### config.mk
export PLATFORM = sky130hd
export DESIGN_NAME = run_length_pair_bit_packer_flat
export DESIGN_NICKNAME = d
export VERILOG_FILES = /design/src/hw/rtl/rlp_pkg.sv /design/src/hw/rtl/rlp_in_if.sv /design/src/hw/rtl/rlp_out_if.sv /design/src/hw/rtl/run_length_pair_bit_packer.sv /design/src/flat_wrapper.sv
export SDC_FILE = /design/constraint.sdc
export NUM_CORES = 1
export LEC_CHECK = 0
export ABC_CLOCK_PERIOD_IN_PS = 3000
export BUFFER_PORTS_ARGS = -buffer_cell sky130_fd_sc_hd__buf_2
export CAP_MARGIN = 20
export CORE_UTILIZATION = 30
export DETAILED_ROUTE_END_ITERATION = 8
export GPL_ROUTABILITY_DRIVEN = 0
export HOLD_SLACK_MARGIN = 0.1
export SLEW_MARGIN = 20
export SYNTH_ARGS = -nofsm -noshare
export SYNTH_HDL_FRONTEND = slang
export SYNTH_SLANG_ARGS = --single-unit
export TNS_END_PERCENT = 5
### constraint.sdc
create_clock -name clk -period 3 [get_ports clk]
set_input_delay 0.3 -clock clk [delete_from_list [all_inputs] [get_ports clk]]
set_output_delay 0.3 -clock clk [all_outputs]
set_load 0.03 [all_outputs]
### src/hw/rtl/rlp_pkg.sv
// Package with the field widths and derived sizes of the run-length pair bit packer.
package rlp_pkg;

	localparam int VALUE_BITS = 8;
	localparam int RUN_BITS = 8;
	localparam int WORD_BITS = 32;

	localparam int IN_VALUE_W = 8;
	localparam int IN_RUN_W = 8;
	localparam int OUT_WORD_W = 32;

	localparam int PAIR_BITS = VALUE_BITS + RUN_BITS;
	localparam int ACC_BITS = WORD_BITS + PAIR_BITS;
	localparam int CNT_W = $clog2(ACC_BITS + 1);

	typedef logic [IN_VALUE_W-1:0] pixel_value_t;
	typedef logic [IN_RUN_W-1:0] run_length_t;
	typedef logic [OUT_WORD_W-1:0] packed_word_t;
	typedef logic [ACC_BITS-1:0] acc_t;
	typedef logic [CNT_W-1:0] cnt_t;

endpackage

### src/hw/rtl/rlp_in_if.sv
// Channel interface that carries one run-length pair per word.
interface rlp_in_if;
	logic valid;
	logic ready;
	rlp_pkg::pixel_value_t pixel_value;
	rlp_pkg::run_length_t run_length;

	modport source (output valid, output pixel_value, output run_length, input ready);
	modport sink (input valid, input pixel_value, input run_length, output ready);
endinterface

### src/hw/rtl/rlp_out_if.sv
// Channel interface that carries one packed output word per word.
interface rlp_out_if;
	logic valid;
	logic ready;
	rlp_pkg::packed_word_t packed_word;
	logic last_of_item;

	modport source (output valid, output packed_word, output last_of_item, input ready);
	modport sink (input valid, input packed_word, input last_of_item, output ready);
endinterface

### src/hw/rtl/run_length_pair_bit_packer.sv
// Top level of the run-length pair bit packer: bit accumulator and output word register.
//
// channel    modport  payload
// pair_in    sink     pixel_value[7:0], run_length[7:0]
// word_out   source   packed_word[31:0], last_of_item
//
// One pair is taken per cycle while pair_in.ready is high; a completed word passes from
// the accumulator into the output register once that register is free.
// The accumulator holds the partial word plus one pair and moves one word per cycle into
// the output register while that register is empty or read; a pair adds less than a word,
// so it completes at most one word and the accumulator never holds two complete words.
// Reset clears the accumulator, the fill count and the output valid flag.
// A stalled output blocks input only once a complete word waits in the accumulator.
module run_length_pair_bit_packer (
	input logic clk,
	input logic arst_n,
	rlp_in_if.sink pair_in,
	rlp_out_if.source word_out
);

	localparam rlp_pkg::acc_t VAL_MASK =
		{rlp_pkg::ACC_BITS{1'b1}} >> (rlp_pkg::ACC_BITS - rlp_pkg::VALUE_BITS);
	localparam rlp_pkg::acc_t RUN_MASK =
		{rlp_pkg::ACC_BITS{1'b1}} >> (rlp_pkg::ACC_BITS - rlp_pkg::RUN_BITS);
	localparam rlp_pkg::cnt_t WORD_CNT = rlp_pkg::CNT_W'(rlp_pkg::WORD_BITS);
	localparam logic [rlp_pkg::CNT_W:0] TWO_WORD_CNT =
		(rlp_pkg::CNT_W + 1)'(2 * rlp_pkg::WORD_BITS);
	localparam rlp_pkg::cnt_t PAIR_CNT = rlp_pkg::CNT_W'(rlp_pkg::PAIR_BITS);
	localparam rlp_pkg::cnt_t MAX_CNT =
		rlp_pkg::CNT_W'(rlp_pkg::WORD_BITS - 1 + rlp_pkg::PAIR_BITS);

	rlp_pkg::acc_t acc_q;
	rlp_pkg::cnt_t cnt_q;
	logic out_valid_q;
	rlp_pkg::packed_word_t out_word_q;
	logic out_last_q;

	logic emit;
	logic accept;
	rlp_pkg::acc_t pair_bits;
	rlp_pkg::acc_t acc_base;
	rlp_pkg::cnt_t cnt_base;
	rlp_pkg::cnt_t cnt_after_emit;

	always_comb begin
		emit = (cnt_q >= WORD_CNT) && (!out_valid_q || word_out.ready);
		pair_in.ready = (cnt_q < WORD_CNT) || (({1'b0, cnt_q} < TWO_WORD_CNT) && emit);
		accept = pair_in.valid && pair_in.ready;
		cnt_after_emit = cnt_q - WORD_CNT;
		pair_bits = (rlp_pkg::ACC_BITS'(pair_in.pixel_value) & VAL_MASK)
			| ((rlp_pkg::ACC_BITS'(pair_in.run_length) & RUN_MASK) << rlp_pkg::VALUE_BITS);
		if (emit) begin
			acc_base = acc_q >> rlp_pkg::WORD_BITS;
			cnt_base = cnt_after_emit;
		end else begin
			acc_base = acc_q;
			cnt_base = cnt_q;
		end
	end

	always_ff @(posedge clk or negedge arst_n) begin
		if (!arst_n) begin
			acc_q <= '0;
			cnt_q <= '0;
			out_valid_q <= 1'b0;
		end else begin
			if (accept) begin
				acc_q <= acc_base | (pair_bits << cnt_base);
				cnt_q <= cnt_base + PAIR_CNT;
			end else begin
				acc_q <= acc_base;
				cnt_q <= cnt_base;
			end
			if (emit) begin
				out_valid_q <= 1'b1;
			end else if (word_out.ready) begin
				out_valid_q <= 1'b0;
			end
		end
	end

	always_ff @(posedge clk) begin
		if (emit) begin
			out_word_q <= rlp_pkg::OUT_WORD_W'(acc_q[rlp_pkg::WORD_BITS-1:0]);
			out_last_q <= cnt_after_emit < WORD_CNT;
		end
	end

	assign word_out.valid = out_valid_q;
	assign word_out.packed_word = out_word_q;
	assign word_out.last_of_item = out_last_q;

`ifndef SYNTH
	a_cnt_bound: assert property (@(posedge clk) disable iff (!arst_n)
		cnt_q <= MAX_CNT)
		else $error("Fill count exceeds accumulator size.");

	a_acc_clean: assert property (@(posedge clk) disable iff (!arst_n)
		(acc_q >> cnt_q) == '0)
		else $error("Accumulator holds bits above the fill count.");

	a_full_accept: assert property (@(posedge clk) disable iff (!arst_n)
		(accept && (cnt_q >= WORD_CNT)) |-> emit)
		else $error("Pair taken while a complete word stays in the accumulator.");

	a_emit_valid: assert property (@(posedge clk) disable iff (!arst_n)
		emit |=> word_out.valid)
		else $error("Emitted word did not reach the output register.");
`endif

endmodule

### src/flat_wrapper.sv
// flat-port wrapper written by rule: the top's interface ports become plain ports
module run_length_pair_bit_packer_flat 
  (clk, arst_n, pair_in_valid, pair_in_pixel_value, pair_in_run_length, pair_in_ready, word_out_valid, word_out_packed_word, word_out_last_of_item, word_out_ready);
  rlp_in_if pair_in_i ();
  rlp_out_if word_out_i ();
  input logic clk;
  input logic arst_n;
  input wire logic [$bits(pair_in_i.valid)-1:0] pair_in_valid;
  input wire logic [$bits(pair_in_i.pixel_value)-1:0] pair_in_pixel_value;
  input wire logic [$bits(pair_in_i.run_length)-1:0] pair_in_run_length;
  output wire logic [$bits(pair_in_i.ready)-1:0] pair_in_ready;
  output wire logic [$bits(word_out_i.valid)-1:0] word_out_valid;
  output wire logic [$bits(word_out_i.packed_word)-1:0] word_out_packed_word;
  output wire logic [$bits(word_out_i.last_of_item)-1:0] word_out_last_of_item;
  input wire logic [$bits(word_out_i.ready)-1:0] word_out_ready;
  assign pair_in_i.valid = pair_in_valid;
  assign pair_in_i.pixel_value = pair_in_pixel_value;
  assign pair_in_i.run_length = pair_in_run_length;
  assign pair_in_ready = pair_in_i.ready;
  assign word_out_valid = word_out_i.valid;
  assign word_out_packed_word = word_out_i.packed_word;
  assign word_out_last_of_item = word_out_i.last_of_item;
  assign word_out_i.ready = word_out_ready;
  run_length_pair_bit_packer u_core (.clk(clk), .arst_n(arst_n), .pair_in(pair_in_i), .word_out(word_out_i));
endmodule
==> impl_results.md <==
- Avg Cell Area, Syn: 16.7 um2
- FF-to-FF Start: u_core.word_out.valid
- DP HPWL: 3.83 mm
- Post-synth top area share: 42.7%
- Initial antenna violation count: 0
- Grt ovf: 0
- Vert. Die Dim: 102 um
- Clock sink total: 84
- Die ar.: 10400 um2
- DRC viols: 0
- Wire per inst: 15.3 um
- Synth Area in Simple Gates: 5.69%
- Synth cell types: 21
- Detailed router's first-iteration violation count: 96
- Vias in the first global route: 1841
- Pin count of the biggest net entering global routing: 30
- Routed Antenna Nets: 0
- CP Max Fanout: 24
- Layout Nets: 262
- Ant. Diodes: 0
- Final Max Tran Viols: 0
- Peak Freq: 449 MHz
- Post CTS Setup Buffer Count: 0
- Share of cells above drive strength 1: 32.2%
- Unrepaired setup endpoints after global routing: false
- Initial Util: 30.7%
- Syn nets: 201
- # setup viols final: 0
- P per Cell Area: 1220 nW/um2
- Most common cell after layout, fill and taps aside: buf_2
- LEAKAGE: 1.70 nW
- Cts bufs inserted: 9
- Place WS: 0.644 ns
- Fraction of synthesized cell area in xor and xnor cells: 0.586%
- Main area contributors after synthesis: dfrtp_1, edfxtp_1, a22o_1
- Final wirelength: 5.78 mm
- Status: finished, final reports clean
- Setup TNS: 0 ns
- Reg2Reg Setup Slack: 0.77 ns
- Worst Setup SP: u_core.word_out.valid
- Clk buf depth: 2
- Crit path capture type: flop
- VDD IR max: 339 uV
- Final Skew: 0.00797 ns
- Crit path kind: flop to flop
- Via-per-instance ratio: 4.77
- FF+latch count, synth: 84
- TritonCTS clock tree: yes
- Setup WS post-layout: 0.775 ns
- Synth area leader: dfrtp_1
- Root Buffer: clkbuf_8
- Row count: 36
- Clk pin slew, worst setup/hold paths: 0.08 ns
- Adder-cell area share of the yosys netlist: 0.837%
- Total number of vias: 1803
- Rel. slew slack: 38.2%
- Worst Setup EP: u_core.acc_q[35]
- Pre-Repair DR Iteration Count: 4
- Core Region: 9730 um2
- Total Routing Usage GR: 12.5%
- Worst-Skew Late Latency: 0.34 ns
- H-tree levels: 3
- Most frequent cells in the layout: buf_2, dfrtp_1, edfxtp_1
- YS warnings: 0
- Critical path launch point type: flop
- Seq/Total Area, Yosys: 75.8%
- Worst Path Arrival: 2.50 ns
- Total of max-cap violations: 0
- Worst slew pin tran: 0.922 ns
- Fin. Hold Viols: 0
- IO buf count: 54
- Die span in x: 102 um
- Min Tclk post-route: 2.23 ns
- Ratio of final minimum period to clock period: 74.2%
- Compound-gate portion of the synthesized area: 14.8%
- Worst hold path class: input pin to flop
- First-pass GRT wire length: 9.63 mm
- # IOs: 55
- Mapped Area: 2990 um2
- R2r endpoint: u_core.acc_q[35]
- Worst Path Required: 3.28 ns
- Cell count after synthesis: 179
- Post-synthesis mux area share: 0%
- Largest family of logic cells by synthesized area: compound AO/OA/AOI/OAI gates
- Worst reg-to-reg path cell count: 6
- Area grow syn2layout: 24.0%
==> how the worst min path moves through the flow <==
| stage | from | end | slack (ns) | cells after the start |
|---|---|---|---|---|
| 2_1_floorplan | arst_n | u_core.acc_q[0] | 0.004 | 0 |
| 3_3_place_gp | u_core.acc_q[31] | u_core.word_out.packed_word[31] | 0.44 | 0 |
| 3_5_place_dp | arst_n | u_core.acc_q[17] | 0.32 | 1 |
| 4_1_cts | pair_in_pixel_value[7] | u_core.acc_q[39] | 0.19 | 2 |
| 5_1_grt | pair_in_run_length[6] | u_core.acc_q[30] | 0.20 | 2 |
| 6_report | pair_in_pixel_value[7] | u_core.acc_q[39] | 0.20 | 2 |
==> layout make-up <==
| cell class | count | area (um2) |
|---|---|---|
| fill | 949 | 6020 |
| sequential | 84 | 2270 |
| multi-input combinational | 81 | 661 |
| timing repair buffer | 61 | 338 |
| tap | 133 | 166 |
| clock inverter | 6 | 136 |
| clock buffer | 10 | 128 |
| inverter | 3 | 11.3 |
==> sequential cells by signal, indices dropped and copies added, names as in the netlist <==
name,flops
u_core.cnt_q,2
u_core.word_out.packed_word,32
u_core.word_out.valid,1
u_core.word_out.last_of_item,1
u_core.acc_q,48
==> per-stage QoR <==
step           cells  util, %  total power, mW  hold slack [ns]  instance area, um2
2_1_floorplan    179        -             3.10          0.00441                2990
3_3_place_gp     360     35.1             3.50            0.435                3410
3_5_place_dp     361     35.3             3.54            0.319                3430
4_1_cts          378     38.1             4.58            0.193                3710
6_report         378     38.1             4.53            0.204                3710
5_1_grt          378     38.1             4.79            0.195                3710
==> power by group <==
group / total [mW] / leakage (nW) / switching (mW) / internal (mW)
combinational: 1.48 / 0.569 / 0.951 / 0.527
sequential: 2.02 / 1.01 / 0.224 / 1.80
clock: 1.03 / 0.127 / 0.394 / 0.639
total: 4.53 / 1.70 / 1.57 / 2.96
==> cell usage after synthesis, drive strengths merged <==
library cell and number:
xnor2 2, a221o 15, buf 7, nand2b 3
dfrtp 51, nor3b 1, nor3 1, inv 3
a21oi 1, a22o 31, nand2 3, ha 2
nor2 2, edfxtp 33, and2 1, o211ai 1
o2bb2ai 1, nand3 2, and3 15, clkbuf 4
==> routing by layer <==
| layer | track usage (%) | wire, um |
|---|---|---|
| met1 | 16.7 | 2710 |
| met2 | 19.0 | 2630 |
| met3 | 2.74 | 314 |
| met4 | 7.25 | 135 |
| met5 | 0 | 0 |
==> kinds of logic (layout without fill, tap and decap cells) <==
logic type / Yosys count / after routing
flip-flops: 84 / 84
adder cells (fa/ha/maj): 2 / 2
XOR/XNOR: 2 / 2
AND/OR/NAND/NOR: 28 / 28
AO/OA/AOI/OAI: 49 / 49
buffers and inverters: 14 / 80
==> repair_timing <==
action,CTS,global route
gates resized for setup,0,0
hold buffers,1,0
endpoints found under the hold margin,22,0
==> worst max-delay path: stages (launching register included) <==
cell	delay (ns)
dfrtp_1	0.39
nand2b_1	0.11
nand2_2	0.08
buf_4	0.22
ha_1	0.36
nor3_2	0.75
a22o_1	0.24
No activity file was read; power rests on OpenSTA's default activity.
